## src/sv/leea_pkg.sv

```systemverilog
// Shared types and constants for the line end exclusive adjust block.
package leea_pkg;

    // Coordinate width of every point field.
    localparam int COORD_WIDTH = 16;
    // Width of the surface size registers.
    localparam int SIZE_WIDTH = 15;
    // Configuration port widths.
    localparam int CFG_DATA_WIDTH = 15;
    localparam int CFG_INDEX_WIDTH = 2;

    // Configuration register indexes.
    localparam logic [CFG_INDEX_WIDTH-1:0] CFG_IN_PATH        = 2'd0;
    localparam logic [CFG_INDEX_WIDTH-1:0] CFG_SURFACE_WIDTH  = 2'd1;
    localparam logic [CFG_INDEX_WIDTH-1:0] CFG_SURFACE_HEIGHT = 2'd2;

    typedef struct packed {
        logic signed [COORD_WIDTH-1:0] start_x;
        logic signed [COORD_WIDTH-1:0] start_y;
        logic signed [COORD_WIDTH-1:0] end_x;
        logic signed [COORD_WIDTH-1:0] end_y;
    } line_item_t;

    typedef struct packed {
        logic signed [COORD_WIDTH-1:0] adj_x;
        logic signed [COORD_WIDTH-1:0] adj_y;
    } adj_item_t;

    // Classified item passed from the front part to the back part.
    typedef struct packed {
        logic                          diag;
        logic                          neg_x;
        logic                          neg_y;
        logic signed [COORD_WIDTH-1:0] start_x;
        logic signed [COORD_WIDTH-1:0] start_y;
        logic [COORD_WIDTH:0]          mag_x;
        logic [COORD_WIDTH:0]          mag_y;
        logic [2*COORD_WIDTH+1:0]      sq_x;
        logic [2*COORD_WIDTH+1:0]      sq_y;
        adj_item_t                     adj;
    } mid_item_t;

endpackage

```

## src/sv/leea_front.sv

```systemverilog
// Front part: classifies a line and settles every case but the diagonal one.
module leea_front (
    input  leea_pkg::line_item_t                  item,
    input  logic                                  in_path,
    input  logic [leea_pkg::SIZE_WIDTH-1:0]       surface_width,
    input  logic [leea_pkg::SIZE_WIDTH-1:0]       surface_height,
    output leea_pkg::mid_item_t                   mid
);
    import leea_pkg::*;

    localparam int CW = COORD_WIDTH;

    logic signed [CW:0] dx, dy;
    logic [CW:0]        mag_x, mag_y;
    logic [CW-1:0]      wmax, hmax;
    logic               clamp_x, clamp_y;
    logic               same_x, same_y;

    always_comb
    begin
        dx = $signed({item.end_x[CW-1], item.end_x}) - $signed({item.start_x[CW-1], item.start_x});
        dy = $signed({item.end_y[CW-1], item.end_y}) - $signed({item.start_y[CW-1], item.start_y});
        mag_x = dx[CW] ? (CW+1)'(-dx) : (CW+1)'(dx);
        mag_y = dy[CW] ? (CW+1)'(-dy) : (CW+1)'(dy);
        same_x = (item.start_x == item.end_x);
        same_y = (item.start_y == item.end_y);

        // A zero size register wraps the maximum to minus one.
        wmax = CW'({{(CW-SIZE_WIDTH){1'b0}}, surface_width} - 1'b1);
        hmax = CW'({{(CW-SIZE_WIDTH){1'b0}}, surface_height} - 1'b1);
        clamp_x = $signed({item.end_x[CW-1], item.end_x})
                  >= $signed({{(CW+1-SIZE_WIDTH){1'b0}}, surface_width});
        clamp_y = $signed({item.end_y[CW-1], item.end_y})
                  >= $signed({{(CW+1-SIZE_WIDTH){1'b0}}, surface_height});

        mid.diag    = 1'b0;
        mid.neg_x   = dx[CW];
        mid.neg_y   = dy[CW];
        mid.start_x = item.start_x;
        mid.start_y = item.start_y;
        mid.mag_x   = mag_x;
        mid.mag_y   = mag_y;
        mid.sq_x    = mag_x * mag_x;
        mid.sq_y    = mag_y * mag_y;
        mid.adj.adj_x = item.end_x;
        mid.adj.adj_y = item.end_y;

        if (in_path)
        begin
            mid.adj.adj_x = clamp_x ? wmax : item.end_x;
            mid.adj.adj_y = clamp_y ? hmax : item.end_y;
        end
        else if (same_x && same_y)
        begin
            mid.adj.adj_x = item.end_x;
        end
        else if (same_x)
        begin
            mid.adj.adj_y = dy[CW] ? item.end_y + 1'b1 : item.end_y - 1'b1;
        end
        else if (same_y)
        begin
            mid.adj.adj_x = dx[CW] ? item.end_x + 1'b1 : item.end_x - 1'b1;
        end
        else
        begin
            mid.diag = 1'b1;
        end
    end
endmodule

```

## config.mk

```make
export PLATFORM = sky130hd
export DESIGN_NAME = leea_front
export DESIGN_NICKNAME = d
export VERILOG_FILES = /design/src/sv/leea_pkg.sv /design/src/sv/leea_front.sv
export SDC_FILE = /design/constraint.sdc
export NUM_CORES = 1
export LEC_CHECK = 0
export BUFFER_PORTS_ARGS = -buffer_cell sky130_fd_sc_hd__buf_2
export CORE_ASPECT_RATIO = 0.7
export CORE_MARGIN = 3
export CORE_UTILIZATION = 60
export DETAILED_ROUTE_END_ITERATION = 16
export GPL_ROUTABILITY_DRIVEN = 0
export PLACE_DENSITY_LB_ADDON = 0.3
export REMOVE_ABC_BUFFERS = 1
export SYNTH_ARGS = -nofsm -noshare
export SYNTH_HDL_FRONTEND = slang
export SYNTH_SLANG_ARGS = --single-unit
```

## constraint.sdc

```tcl
create_clock -name vclk -period 23.6
set_input_delay 3.54 -clock vclk [all_inputs]
set_output_delay 3.54 -clock vclk [all_outputs]
set_load 0.02 [all_outputs]
```

* Word-level counts from Yosys, hierarchy flattened
Cells that the tools add are included.
** Word-level totals
- Bits in registers :: 0
- Bits in latches :: 0
- Bits in writable memories :: 0
- ROM bits :: 0
- Input port bits :: 95
- Output and inout bits :: 169
- Logic and storage cells :: 33
- Memories kept :: 0
** Cells by class
- Add/subtract/negate cells :: 10
- $mul :: 2
- Div/mod/pow operators :: 0
- Order comparisons :: 2
- Equal/unequal tests :: 2
- Shift-type cells :: 0
- Multiplexer cells :: 16
- Bitwise operators :: 0
- Reduce and logical (&&, ||, !) cells :: 1
** Operators with widths (count)
- $mux 16 :: 9
- $mul 17x17->34 :: 2
- $mux 17 :: 2
- $neg 17->17 :: 2
- $sub 16x16->17 :: 2
- $add 16x1->16 const B :: 2
- $eq 16x16->1 :: 2
- $ge 16x16->1 :: 2
- $mux 32 :: 1
- $sub 15x1->16 const B :: 2
- $sub 16x1->16 const B :: 2
- $mux 1 :: 4
- $logic_and 1x1->1 :: 1

* Longest topological paths before layout
- Depth after elaboration :: 6
- Depth in mapped cells :: 38
- Mapped depth without buffers :: 37

* Worst setup path after synthesis
OpenSTA, ideal clock, no wires.
- Kind :: input to output
- From :: input port item[0] (netlist name)
- To :: output port mid[65] (netlist name)
- Arrival :: 12144 ps
- Data required time :: 20060 ps
- Slack :: 7916 ps
- Stages on the path :: 35
- Buffers on the path :: 0
- Cell sequence :: inv_1 > ha_1 > inv_1 > fa_1 > a211oi_2 > o21bai_1 > a32oi_2 > a31oi_1 > o41ai_4 > inv_2 > a31oi_1 > xnor2_1 > inv_2 > nand2_1 > inv_1 > fa_1 > inv_1 > fa_1 > inv_1 > fa_1 > fa_1 > fa_1 > inv_1 > fa_1 > inv_1 > ha_1 > and3_1 > nand2_1 > or3_1 > o32ai_1 > o31a_1 > nor2_1 > o21ai_0 > a31oi_1 > xnor2_1
** RTL lines
- start: declaration :: line leea_front.sv:3 : input leea_pkg::line_item_t item,
- end: declaration :: line leea_front.sv:7 : output leea_pkg::mid_item_t mid

==> flow_summary.json <==
{
  "outcome": "complete, no violations",
  "syn_to_final_growth_pct": 7.035,
  "drive_gt1_share_pct": 12.00,
  "drt-vias-per-instance": 5.710,
  "detail_route.wl_per_cell_um": 17.95,
  "final_nets": 3731,
  "critical_path.top_delay_family": "compound AO/OA/AOI/OAI gates",
  "ios": 264,
  "fp-row-count": 58,
  "pre_cts_ws_ns": 6.409,
  "ctsHoldBuffers": 0,
  "grt_start_max_net_pins": 57,
  "cp.arrival_ns": 14.11,
  "antennaDiodeCount": 0,
  "cp_num_buf_inv": 7,
  "n_clock_buffer": 0,
  "cts_resized": 0,
  "overflow": 0,
  "drtIter0Drc": 1601,
  "ff_latch_area_um2": 0,
  "nFlopsAndLatches": 0,
  "critPathCaptureType": "primary output",
  "finalHoldViolCount": 0,
  "synthTopCellsByArea": "fa_1 35%, ha_1 17%, inv_1 11%",
  "setup_violations": 0,
  "finalCritPeriodShare_pct": 74.77,
  "drv_cap": 0,
  "synthesis.area_mm2": 0.02221,
  "die_h_um": 167.0,
  "start_kind": "input port",
  "multi_input_area_mm2": 0.01929,
  "netlist_instances": 2744,
  "final_cell_mix": "624 x inv_1, 387 x fa_1, 305 x ha_1",
  "cpPeakStageDelay_ns": 0.82,
  "dieArea_mm2": 0.03940,
  "dpl.hpwl_um": 53220,
  "setup_tns_ns": 0,
  "yosysSeqAreaShare_pct": 0,
  "wl_um": 61440,
  "slew_headroom_pct": 19.64,
  "cts_setup_buffers": 0,
  "hold_path.class": "in2out",
  "grt_pass1_vias": 20228,
  "rsz0062_at_grt": "no",
  "fmax_ghz": 0.05667,
  "required_ns": 20.06,
  "coreArea_mm2": 0.03621,
  "worst_slack_ns": 5.954,
  "syn_area_per_cell_um2": 8.095,
  "yosys_warnings": 0,
  "layout_commonest_cell": "inv_1",
  "grt_pass1_wl_um": 101100,
  "io_buffer_count": 262,
  "yosysTopAreaCellShare_pct": 34.88,
  "antenna_found_initial": 0,
  "cp_max_fo": 21,
  "synth_cell_types": 91,
  "synth_area_leader_cell": "fa_1",
  "crit_slowest_cell": "clkinv_1",
  "finalCriticalPeriod_ns": 17.65,
  "ant_nets": 0,
  "nFillCells": 3024,
  "drt_drc_violations_left": 0,
  "grt_use_total_pct": 31.17,
  "dr.pass1.iters": 6,
  "die_w_um": 236.0,
  "worst_path_most_repeated_cell": "fa_1",
  "tightest_slew_ns": 1.197,
  "worst-setup-path-type": "in2out",
  "finalMaxSlewViolations": 0,
  "vias": 19539,
  "initial_core_util_pct": 61.34
}
[metal layers]
metal | part of all wire [%] | vias up | global-route usage [%]
li1 | - | 9038 | -
met4 | 2.8 | 0 | 7.928
met5 | 0 | - | 0
met3 | 10 | 128 | 6.357
met2 | 44 | 989 | 48.73
met1 | 43 | 9384 | 44.51
[synthesized netlist by cell type (9+ instances only)]
master    number
inv_2         28
nand3_1       31
inv_1        624
a21o_1        62
buf_2         13
o211ai_1      11
nor2_1       244
nor2b_1       19
o21bai_1      14
xnor2_1      118
nor4_1        11
fa_1         387
or3_1          9
a21oi_1      127
xor2_1        38
a31oi_1       26
buf_4         36
ha_1         305
nor3_1        42
a211oi_1      28
o21ai_1       10
clkbuf_1      48
nand4_1       27
nand2b_1      15
nand2_1      208
o21ai_0       71
and3_1        14
o21a_1        15
[path summary, 6_finish.rpt]
path | start | to | slack, ns | cells past startpoint
max | item[23] | mid[97] | 5.95 | 32
min | item[46] | mid[148] | 7.31 | 2
[stage by stage]
stage / util [%] / instance area (um^2) / hold WS, ns / instances
3_3_place_gp: 65.66 / 23780 / 7.315 / 3422
3_5_place_dp: 65.66 / 23780 / 7.317 / 3422
4_1_cts: 65.66 / 23780 / 7.317 / 3422
2_1_floorplan: - / 21750 / 7.080 / 2666
6_report: 65.66 / 23780 / 7.314 / 3422
5_1_grt: 65.66 / 23780 / 7.324 / 3422
[cell type report]
cell class | instances | share of cell area [%]
inverter | 658 | 10.39
multi-input combinational | 2008 | 81.13
tap | 480 | 2.526
timing repair buffer | 276 | 5.957
[cell families after synthesis]
| kind of cell | count (synthesis) | synth area share [%] |
|---|---|---|
| buf+inv | 760 | 13.63 |
| fa+ha+maj | 692 | 52.06 |
| simple gates | 672 | 13.74 |
| compound gates | 443 | 13.27 |
| xor+xnor | 165 | 6.810 |
| mux | 10 | 0.4619 |
| other cells | 2 | 0.03381 |
Power is left out: the tool's default activity adds up to more than one toggle a clock period on the data nets, which glitch-free logic cannot reach.
