**src/sv/leea_fifo.sv**
```systemverilog
// Small synchronous queue with registered storage.
module leea_fifo #(
    parameter int WIDTH = 8,
    parameter int DEPTH = 2
) (
    input  logic             clk,
    input  logic             rst_n,
    input  logic             push,
    input  logic [WIDTH-1:0] din,
    output logic             full,
    input  logic             pop,
    output logic [WIDTH-1:0] dout,
    output logic             empty
);
    localparam int AW = (DEPTH > 1) ? $clog2(DEPTH) : 1;
    localparam int CW = $clog2(DEPTH + 1);

    logic [WIDTH-1:0] mem_reg [DEPTH];
    logic [AW-1:0]    wr_ptr_reg, wr_ptr_next;
    logic [AW-1:0]    rd_ptr_reg, rd_ptr_next;
    logic [CW-1:0]    count_reg, count_next;
    logic             do_push, do_pop;

    assign full    = (count_reg == CW'(DEPTH));
    assign empty   = (count_reg == '0);
    assign do_push = push && !full;
    assign do_pop  = pop && !empty;
    assign dout    = mem_reg[rd_ptr_reg];

    always_comb
    begin
        wr_ptr_next = wr_ptr_reg;
        rd_ptr_next = rd_ptr_reg;
        count_next  = count_reg;
        if (do_push)
        begin
            wr_ptr_next = (wr_ptr_reg == AW'(DEPTH - 1)) ? '0 : wr_ptr_reg + 1'b1;
        end
        if (do_pop)
        begin
            rd_ptr_next = (rd_ptr_reg == AW'(DEPTH - 1)) ? '0 : rd_ptr_reg + 1'b1;
        end
        if (do_push && !do_pop)
        begin
            count_next = count_reg + 1'b1;
        end
        else if (do_pop && !do_push)
        begin
            count_next = count_reg - 1'b1;
        end
    end

    always_ff @(posedge clk or negedge rst_n)
    begin
        if (!rst_n)
        begin
            wr_ptr_reg <= '0;
            rd_ptr_reg <= '0;
            count_reg  <= '0;
        end
        else
        begin
            wr_ptr_reg <= wr_ptr_next;
            rd_ptr_reg <= rd_ptr_next;
            count_reg  <= count_next;
        end
    end

    always_ff @(posedge clk)
    begin
        if (do_push)
        begin
            mem_reg[wr_ptr_reg] <= din;
        end
    end
endmodule

```
**config.mk**
```make
export PLATFORM = sky130hd
export DESIGN_NAME = leea_fifo
export DESIGN_NICKNAME = d
export VERILOG_FILES = /design/src/sv/leea_fifo.sv
export SDC_FILE = /design/constraint.sdc
export NUM_CORES = 1
export LEC_CHECK = 0
export BUFFER_PORTS_ARGS = -buffer_cell sky130_fd_sc_hd__buf_2
export CORE_MARGIN = 1
export CORE_UTILIZATION = 31
export DETAILED_ROUTE_END_ITERATION = 8
export SYNTH_ARGS = -nofsm -noshare
export SYNTH_HDL_FRONTEND = slang
export SYNTH_SLANG_ARGS = --single-unit
```
**constraint.sdc**
```tcl
create_clock -name clk -period 3.32 [get_ports clk]
set_input_delay 0.332 -clock clk [delete_from_list [all_inputs] [get_ports clk]]
set_output_delay 0.332 -clock clk [all_outputs]
set_load 0.01 [all_outputs]
```
---- Word-level counts from Yosys, hierarchy flattened ----
Memory sizes are Yosys's and may differ from the RTL's.
Cells that the tools add are included.
operators by class
  $add $sub $neg .......................... 4
  equality and inequality tests ........... 1
  muxes and demuxes ....................... 6
  reductions and logical operators ........ 10
operators by type and width
  operator             number
  $logic_and 1x1->1    4
  $logic_not 1->1      4
  $mux 1               4
  $mux 2               2
  $add 1x1->1 const B  2
  $add 2x1->2 const B  1
  $eq 2x2->1 const B   1
  $logic_not 2->1      1
  $reduce_bool 2->1    1
  $sub 2x1->2 const B  1
word-level totals
  register bits ........................... 4
  bits in writable memories ............... 16
  input port bits ......................... 12
  output and inout bits ................... 10
  word-level logic and storage cells ...... 25
  memories kept ........................... 1
memories
  name     words  width  read ports  clocked after Yosys merged registers in  wr ports  line  source
  mem_reg  2      8      1           0                                        1         18    logic [WIDTH-1:0] mem_reg [DEPTH];

---- Longest topological paths before layout ----
Gate-level depths: netlist of run 1.
  depth after elaboration ................. 7
  mapped depth ............................ 7

---- Least setup slack after synthesis of run 1 ----
Ideal clock, no wire load.
  kind .................................... register to register
  start point ............................. register count_reg[0]
  end point ............................... memory mem_reg[0][0] (enable)
  data arrival time ....................... 1.022 ns
  required time ........................... 2.950 ns
  path slack .............................. 1.928 ns
  cell stages (with the launch flop) ...... 4
  buffers on the path ..................... 0
  period minus slack after synthesis ...... 1.392 ns
  path through ............................ dfrtp_1 > nand2b_1 > nand2_2 > nor2_1
on the way
  cells in the longest elaborated chain, start to end .. 5
ends and longest elaborated chain
  item                          line  source
  start: declaration            21    logic [CW-1:0] count_reg, count_next;
  start signal: assignment      65    count_reg <= count_next;
  $eq 2x2->1                    24    assign full = (count_reg == CW'(DEPTH));
  $logic_not 1->1               26    assign do_push = push && !full;
  $logic_and 1x1->1             26
  $mux 1                        71    if (do_push)
  $mux 1 (implied by the code)  73    mem_reg[wr_ptr_reg] <= din;
  end: declaration              18
Every way passes these cells.

---- Worst setup path after layout of run 1 ----
  start point ............................. register rd_ptr_reg
  end point ............................... output port dout[2]
on the way
  cells in the longest elaborated chain, start to end .. 1
ends and longest elaborated chain
  item                      line  source
  start: declaration        20    logic [AW-1:0] rd_ptr_reg, rd_ptr_next;
  start signal: assignment  64    rd_ptr_reg <= rd_ptr_next;
  $mem_v2 2x8               -
  end: declaration          12    output logic [WIDTH-1:0] dout,
Every way passes these cells.

==> run_results.csv, run 1 <==
group,metric,value,unit
outcome,outcome,"finished clean",
setup_path,rr_endpoint,"mem_reg[0][5]",
timing,setup_viol,0,
routing,dr_total_vias,412,
layout,utilization,41.5,%
synthesis,avgSynthCellArea,17.8,µm²
setup_path,critPathMaxFanout,9,
setup_path,r2r-start,"count_reg[0]",
setup_path,end_kind,"output port",
clock_network,cts-root-buf,"clkbuf_4",
min_path,holdCritPathClass,"input port to flop",
floorplanning,start_util,34.0,%
timing,totalNegativeSetupSlack,0,ns
layout,nNetsFinal,83,
setup_path,required,2.99,ns
synthesis,synth_nets,57,
clock_network,postCtsSetupBuffers,0,
floorplanning,placementRows,17,
min_path,whs_endpoint,"mem_reg[1][2]",
routing,dr.pass1.iters,4,
setup_path,r2r_slack,1.75,ns
layout,layout_common_cells,"buf_2 (21), edfxtp_1 (16), mux2_1 (6)",
timing,maxSlewHeadroom,57.6,%
timing,tightestPinTransition,0.634,ns
routing,ant_nets,0,
clock_network,ctsLongestPathBuffers,2,
clock_network,cts_tree,"built",
timing,period_share,52.0,%
routing,drt-total-wl,1160,µm
routing,drtIter0Drc,2,
routing,via_per_inst,4.25,
clock_network,cts.sink_count,20,
grt,grt_max_degree,12,
floorplanning,fp.dieArea,0.00273,mm²
min_path,min_path_cells,1,
grt,grt_antenna_before_repair,0,
setup_path,cp.arrival,1.40,ns
synthesis,synthCells,44,
grt,grt-ovfl-total,0,
min_path,hp-start,"din[2]",
timing,hold-worst-slack,0.223,ns
grt,grt_pass1_vias,424,
clock_network,worst_skew_pair.late_latency,0.29,ns
setup_path,worstSetupStartpointType,"flop",
power,vdd_ir_drop_max,0.419,mV
timing,fin_crit,1.73,ns
timing,rsz0062_at_grt,"no",
synthesis,syn-cell-area,782,µm²
timing,finClkSkew,0.00571,ns
grt,grt_pass1_wl,1810,µm
setup_path,r2r_cells,3,
floorplanning,dieWidth,52.2,µm
clock_network,path_clk_slew,0.11,ns
power,total_power,0.771,mW
floorplanning,io_pins,22,
synthesis,yosysSeqAreaShare,74.2,%
floorplanning,core,0.00230,mm²
synthesis,ys_ff_latch,20,
power,power.density,809,mW/mm²
timing,fmax,0.579,GHz
routing,drc,0,
grt,grt_use_total,9.65,%
layout,syn_to_final_growth,21.9,%
layout,antenna_cells,0,
clock_network,htreeDepth,1,
routing,routedWlPerCell,12.0,µm
placed_design,dp_hpwl,877,µm
layout,drive_above_1_share,40.6,%
synthesis,synth_cell_type_count,15,
clock_network,cts_buffers,3,
power,leakagePower,0.394,nW
flow_run,cap_violations,0,
timing,slew_viol_final,0,
placed_design,place.gp.congestion,0.570,
timing,hold_violations,0,
setup_path,critPathKind,"flop to output port",
synthesis,synth_warnings,0,
placed_design,port_buffers,21,
layout,final_common_cell,"buf_2",
floorplanning,die_h,52.2,µm
layout,largest_register_ffs,16,
## final cells by class
cell class,instances,area [µm²]
fillers,224,1340
flip-flops and latches,20,581
multi-input cells,21,189
repair buffers,22,115
well taps,28,35.0
clock buffers,3,22.5
inverters,2,7.51
clock inverters,1,3.75
## layer usage
metal	wire length [µm]	part of all wire, %	vias to the layer above	track usage (%)
met2	532	46	16	14.5
met1	522	45	187	12.0
li1	-	-	207	-
met4	14	1.2	0	5.26
met3	91	7.8	2	3.48
met5	0	0	-	0
## critical path, stage by stage (launching register included)
cell and delay (ns):
dfrtp_1 0.60, mux2_2 0.38, buf_2 0.13
## cells in the mapped netlist
cell type / n / area share (%)
ha_1: 1 / 1.6
buf_2: 1 / 0.64
dfrtp_1: 4 / 13
nand2b_1: 1 / 0.80
xor2_1: 2 / 2.2
mux2_1: 6 / 8.6
o21ai_1: 1 / 0.64
xnor2_1: 2 / 2.2
mux2_2: 2 / 2.9
and3_1: 1 / 0.80
xnor2_2: 1 / 2.1
edfxtp_1: 16 / 61
nand2_2: 1 / 0.80
nor2_1: 3 / 1.4
inv_1: 2 / 0.96
## through the flow
stage	setup WS, ns	area, µm²	instances
after detailed placement	1.73	917	92
final	1.59	953	97
after global routing	1.49	953	97
after CTS	1.56	953	97
after global placement	1.75	917	92
after floorplan	1.93	782	44
## power breakdown
part / total, mW / internal (mW) / switching, mW / leakage [nW]
Clock: 0.113 / 0.0437 / 0.0689 / 0.0154
Sequential: 0.403 / 0.351 / 0.0525 / 0.195
Combinational: 0.256 / 0.130 / 0.126 / 0.183
## logic make-up (layout without fill, tap and decap cells)
| family | count (synthesis) | after routing | share of synthesized area [%] |
|---|---|---|---|
| adder cells (fa/ha/maj) | 1 | 1 | 1.60 |
| AO/OA/AOI/OAI | 1 | 1 | 0.639 |
| flip-flops | 20 | 20 | 74.2 |
| buffers and inverters | 3 | 28 | 1.60 |
| XOR/XNOR | 5 | 5 | 6.56 |
| AND/OR/NAND/NOR | 6 | 6 | 3.84 |
| multiplexers | 8 | 8 | 11.5 |
## what timing repair did
action | in CTS | in global routing
endpoints found under the hold margin | 4 | 0
hold buffers | 1 | 0
gates resized for setup | 0 | 0
## worst max path at each step
stage	from	end	slack [ns]	depth (start not counted)
3_3_place_gp	count_reg[0]	mem_reg[0][1]	1.75	3
2_1_floorplan	count_reg[0]	mem_reg[0][0]	1.93	3
6_report	rd_ptr_reg	dout[2]	1.59	2
3_5_place_dp	count_reg[0]	mem_reg[0][1]	1.73	3
4_1_cts	rd_ptr_reg	dout[2]	1.56	2
5_1_grt	rd_ptr_reg	dout[2]	1.49	2
No activity file was read; power rests on OpenSTA's default activity.
==> run 2: changes to the inputs <==
- clock period: 3.32 -> 1.72 ns (I/O delays scaled with it)
==> run_results.csv, run 2 (synthesis gave the netlist of run 1 again) <==
group,metric,value,unit
clock_network,cts-root-buf,"clkbuf_4",
layout,nFillCells,222,
clock_network,ctsLongestPathBuffers,2,
layout,largest_register_ffs,16,
floorplanning,dieWidth,52.2,µm
setup_path,worst_path_largest_cell_delay,0.60,ns
timing,tightestPinTransition,0.406,ns
routing,dr_total_vias,424,
power,leakagePower,0.399,nW
layout,antenna_cells,0,
outcome,outcome,"finished clean",
layout,finish.instance_area,961,µm²
setup_path,r2r_cells,7,
min_path,min_path_cells,1,
grt,grt-ovfl-total,0,
clock_network,cts_buffers,3,
floorplanning,io_pins,22,
clock_network,path_clk_slew,0.10,ns
timing,maxSlewHeadroom,73.0,%
routing,ant_nets,0,
timing,rsz0062_at_grt,"no",
power,vdd_ir_drop_max,0.702,mV
setup_path,critPathMaxFanout,9,
placed_design,dp_hpwl,843,µm
clock_network,worst_skew_pair.late_latency,0.29,ns
setup_path,cp.arrival,1.40,ns
setup_path,critPathSlowestCell,"dfrtp_1",
layout,layout_common_cells,"buf_2 (21), edfxtp_1 (16), mux2_1 (6)",
setup_path,r2r_slack,0.25,ns
layout,syn_to_final_growth,22.9,%
routing,drtIter0Drc,8,
layout,drive_above_1_share,41.4,%
floorplanning,fp.dieArea,0.00273,mm²
setup_path,rr_endpoint,"count_reg[1]",
timing,setup_viol,0,
placed_design,place_area,925,µm²
routing,met3_length,70,µm
grt,grt_max_degree,12,
setup_path,crit_buf_inv,1,
floorplanning,start_util,34.0,%
layout,nNetsFinal,84,
setup_path,critPathKind,"flop to output port",
grt,grt_pass1_vias,417,
setup_path,end_kind,"output port",
power,power.density,1550,mW/mm²
placed_design,port_buffers,21,
timing,slew_viol_final,0,
grt,grt_antenna_before_repair,0,
flow_run,cap_violations,0,
setup_path,required,1.55,ns
timing,totalNegativeSetupSlack,0,ns
timing,finClkSkew,0.00305,ns
setup_path,path_cells,"mux2_2 -> buf_2",
layout,fin_cells,98,
power,total_power,1.49,mW
min_path,hp-start,"din[3]",
clock_network,htreeDepth,1,
timing,period_share,91.5,%
layout,final_common_cell,"buf_2",
placed_design,dp.cells,93,
routing,dr.pass1.iters,2,
floorplanning,core,0.00230,mm²
setup_path,r2r-start,"count_reg[0]",
grt,grt_pass1_wl,1740,µm
routing,route.met2.wl,536,µm
min_path,holdCritPathClass,"input port to flop",
setup_path,worstSetupStartpointType,"flop",
min_path,whs_endpoint,"mem_reg[0][3]",
timing,fin_crit,1.57,ns
routing,top_layer,"met3",
routing,via_per_inst,4.33,
routing,routedWlPerCell,11.6,µm
timing,fmax,0.635,GHz
setup_path,critical-path-top-delay-family,"flip-flops",
routing,drt-total-wl,1140,µm
routing,wl_met1,529,µm
placed_design,place.gp.congestion,0.682,
timing,hold_violations,0,
clock_network,postCtsSetupBuffers,0,
floorplanning,die_h,52.2,µm
grt,grt_use_total,9.15,%
routing,drc,0,
clock_network,cts_tree,"built",
floorplanning,placementRows,17,
clock_network,cts.sink_count,20,
[run 2: changes by cell type in the layout (fill, tap and decap cells not counted), sizes merged]
cell / previous run / this run
buf: 21 / 22
[run 2: per-layer routing]
metal / up-vias / GRT usage, %
li1: 210 / -
met1: 198 / 11.4
met2: 16 / 14.7
met3: 0 / 2.61
met4: 0 / 3.95
met5: - / 0
[run 2: worst max path at each step]
stage,from,end,slack [ns],cells past startpoint
floorplan,count_reg[0],mem_reg[0][0],0.33,3
global placement,count_reg[0],count_reg[1],0.32,7
CTS,rd_ptr_reg,dout[2],0.11,2
detailed placement,count_reg[0],count_reg[1],0.28,6
global route,rd_ptr_reg,dout[2],0.07,2
finish,rd_ptr_reg,dout[2],0.15,2
[run 2: cell type report]
cell class                      count  area, µm²  share of cell area, %
Sequential cell                    20        581                   60.4
Inverter                            2       7.51                  0.781
Clock inverter                      1       3.75                  0.391
Timing Repair Buffer               23        123                   12.8
Multi-Input combinational cell     21        189                   19.7
Clock buffer                        3       22.5                   2.34
Tap cell                           28       35.0                   3.65
[run 2: power by group]
part	leakage [nW]	switching (mW)	internal, mW
sequential	0.195	0.104	0.676
clock	0.0154	0.127	0.0842
combinational	0.188	0.238	0.260
total	0.399	0.469	1.02
[run 2: repair_timing]
action | in CTS | in global routing
hold buffers | 1 | 0
endpoints found under the hold margin | 4 | 0
gates resized for setup | 0 | 0
[run 2: through the flow]
stage                     setup slack [ns]  hold WS (ns)  util [%]
after global placement               0.318       -0.0115      40.3
after global routing                0.0658        0.0418      41.8
final                                0.146        0.0658      41.8
after CTS                            0.112        0.0579      41.8
after floorplan                      0.328        -0.124         -
after detailed placement             0.280       -0.0104      40.3
[run 2: worst register-to-register path, cell delays in order, from the launching register on]
cell	delay [ns]
dfrtp_1	0.44
nand2b_1	0.20
nand2_2	0.12
inv_1	0.05
ha_1	0.18
xor2_1	0.14
nor2_1	0.12
xor2_1	0.15
==> run 3: changes to the inputs <==
- ABC_AREA: unset -> 1
- CORE_ASPECT_RATIO: unset -> 0.5
==> run_results.csv, run 3 <==
group,metric,value,unit
outcome,outcome,"finished clean",
min_path,hp-start,"din[7]",
synthesis,syn-cell-area,810,µm²
floorplanning,die_h,38.1,µm
grt,top_usage_layer,"met2",
routing,ant_nets,0,
grt,grt_max_degree,13,
setup_path,worstSetupStartpointType,"flop",
setup_path,required,1.55,ns
floorplanning,dieWidth,74.3,µm
timing,maxSlewHeadroom,75.1,%
layout,nNetsFinal,113,
synthesis,yosysMostFrequentCell,"nand2_1",
grt,met3_usage,4.47,%
synthesis,yosys_most_used_dff,"edfxtp_1",
placed_design,preCtsSetupSlack,0.330,ns
floorplanning,io_pins,22,
setup_path,r2r_slack,0.33,ns
synthesis,synthCells,73,
placed_design,place.gp.congestion,0.768,
setup_path,setup.worst_path.start,"rd_ptr_reg",
timing,rsz0062_at_grt,"no",
power,pwr-share-clk,25.4,%
timing,tightestPinTransition,0.373,ns
grt,grt_antenna_before_repair,0,
power,power.internal,1.21,mW
setup_path,critPathKind,"flop to output port",
power,switchingPower,0.588,mW
floorplanning,core,0.00234,mm²
timing,fin_crit,1.43,ns
placed_design,dp_hpwl,960,µm
power,switching_share,32.7,%
grt,gr-usage-met2,18.6,%
synthesis,synth_area_leaders,"edfxtp_1 (59%), nand2_1 (15%), dfrtp_1 (12%)",
timing,fmax,0.702,GHz
timing,totalNegativeSetupSlack,0,ns
setup_path,cp.arrival,1.25,ns
timing,hold-worst-slack,0.104,ns
clock_network,cts.sink_count,20,
timing,slew_viol_final,0,
layout,largest_register_ffs,16,
clock_network,path_clk_slew,0.07,ns
layout,antenna_cells,0,
layout,syn_to_final_growth,28.7,%
layout,layout_common_cells,"nand2_1 (33), buf_2 (21), edfxtp_1 (16)",
layout,nFillCells,234,
clock_network,worst_skew_pair.late_latency,0.25,ns
routing,dr_total_vias,541,
clock_network,cts_resized,0,
synthesis,yosysSeqAreaShare,71.7,%
clock_network,ctsLongestPathBuffers,2,
placed_design,port_buffers,21,
floorplanning,placementRows,12,
synthesis,synth_top_area_share,59.4,%
grt,grt_use_met1,13.4,%
routing,drtIter0Drc,31,
power,leakagePower,0.490,nW
routing,drt-total-wl,1300,µm
routing,via_per_inst,4.04,
setup_path,critPathMaxFanout,10,
synthesis,async_reset_ff_share,20.0,%
synthesis,synth_warnings,0,
synthesis,yosys.area.top_type,"edfxtp_1",
layout,drive_above_1_share,29.3,%
clock_network,cts_tree,"built",
grt,grt_use_total,11.0,%
layout,final_common_cell,"nand2_1",
min_path,holdCritPathClass,"input port to flop",
synthesis,synth_nets,86,
timing,period_share,82.9,%
timing,setup_slack,0.295,ns
synthesis,synthTopCellsByCount,"nand2_1 (33), edfxtp_1 (16), inv_1 (7)",
setup_path,r2r-start,"count_reg[0]",
synthesis,ys_ff_latch,20,
setup_path,end_kind,"output port",
timing,hold_violations,0,
power,combPwrFrac,31.9,%
layout,finish.instance_area,0.00104,mm²
grt,grt-ovfl-total,0,
routing,drc,0,
power,pwr-share-seq,42.7,%
timing,finClkSkew,0.00280,ns
flow_run,cap_violations,0,
synthesis,synth_cell_type_count,14,
routing,dr.pass1.iters,4,
floorplanning,start_util,34.6,%
grt,grt_pass1_vias,498,
synthesis,avgSynthCellArea,11.1,µm²
timing,setup_viol,0,
clock_network,postCtsSetupBuffers,0,
floorplanning,fp.dieArea,0.00283,mm²
grt,grt_pass1_wl,2180,µm
clock_network,cts-root-buf,"clkbuf_8",
layout,fin_cells,134,
routing,routedWlPerCell,9.72,µm
placed_design,dp.cells,129,
power,vdd_ir_drop_max,0.739,mV
clock_network,cts_buffers,3,
clock_network,htreeDepth,1,
power,power.density,1720,mW/mm²
placed_design,place_area,961,µm²
synthesis,synth_edf_count,16,
run 3: power by group through the flow:
| stage | combinational [mW] | clock, mW | sequential [mW] |
|---|---|---|---|
| 3_5_place_dp | 0.583 | 0 | 0.780 |
| 6_report | 0.573 | 0.456 | 0.767 |
| 3_3_place_gp | 0.576 | 0 | 0.773 |
| 2_1_floorplan | 0.410 | 0 | 0.730 |
| 5_1_grt | 0.667 | 0.489 | 0.786 |
| 4_1_cts | 0.588 | 0.472 | 0.768 |
run 3: cells by family after synthesis:
| kind of cell | share of synthesized area [%] |
|---|---|
| simple gates | 20.1 |
| compound gates | 1.24 |
| flops | 71.7 |
| fa+ha+maj | 1.55 |
| xor+xnor | 1.08 |
| buf+inv | 4.33 |
run 3: what timing repair did:
| action | in CTS | in global routing |
|---|---|---|
| endpoints found under the setup margin | 0 | 0 |
| hold buffers | 1 | 0 |
| hold endpoints to repair | 4 | 0 |
run 3: path summary, 6_finish.rpt:
check	end	cells after the start
worst max-delay path	dout[2]	4
worst min-delay path	mem_reg[0][7]	1
worst max register to register	count_reg[1]	6
worst min register to register	wr_ptr_reg	2
max in group asynchronous	rd_ptr_reg	2
min in group asynchronous	count_reg[1]	2
run 3: worst max-delay path, stage by stage, from the launching register on:
cell and delay, ns:
dfrtp_1 0.57, inv_2 0.16, nand2_1 0.10, nand2_1 0.04, buf_2 0.13
run 3: through the flow:
step	power (mW)	utilization [%]
after floorplan	1.14	-
after global placement	1.35	41.0
after detailed placement	1.36	41.0
after CTS	1.83	44.5
after global routing	1.94	44.5
final	1.80	44.5
run 3: cell type report:
cell class | count | area [µm²] | area share (%)
timing repair buffer | 23 | 123 | 11.8
inverter | 8 | 30.0 | 2.88
tap | 35 | 43.8 | 4.20
clock inverter | 1 | 30.0 | 2.88
clock buffer | 3 | 41.3 | 3.96
multi-input combinational | 44 | 194 | 18.6
sequential | 20 | 581 | 55.7
run 3: layer usage:
metal	vias to the layer above	wire length, µm	part of all wire (%)
met5	-	0	0
met4	0	0	0
met3	0	77	5.9
met2	17	640	49
met1	239	583	45
li1	285	-	-
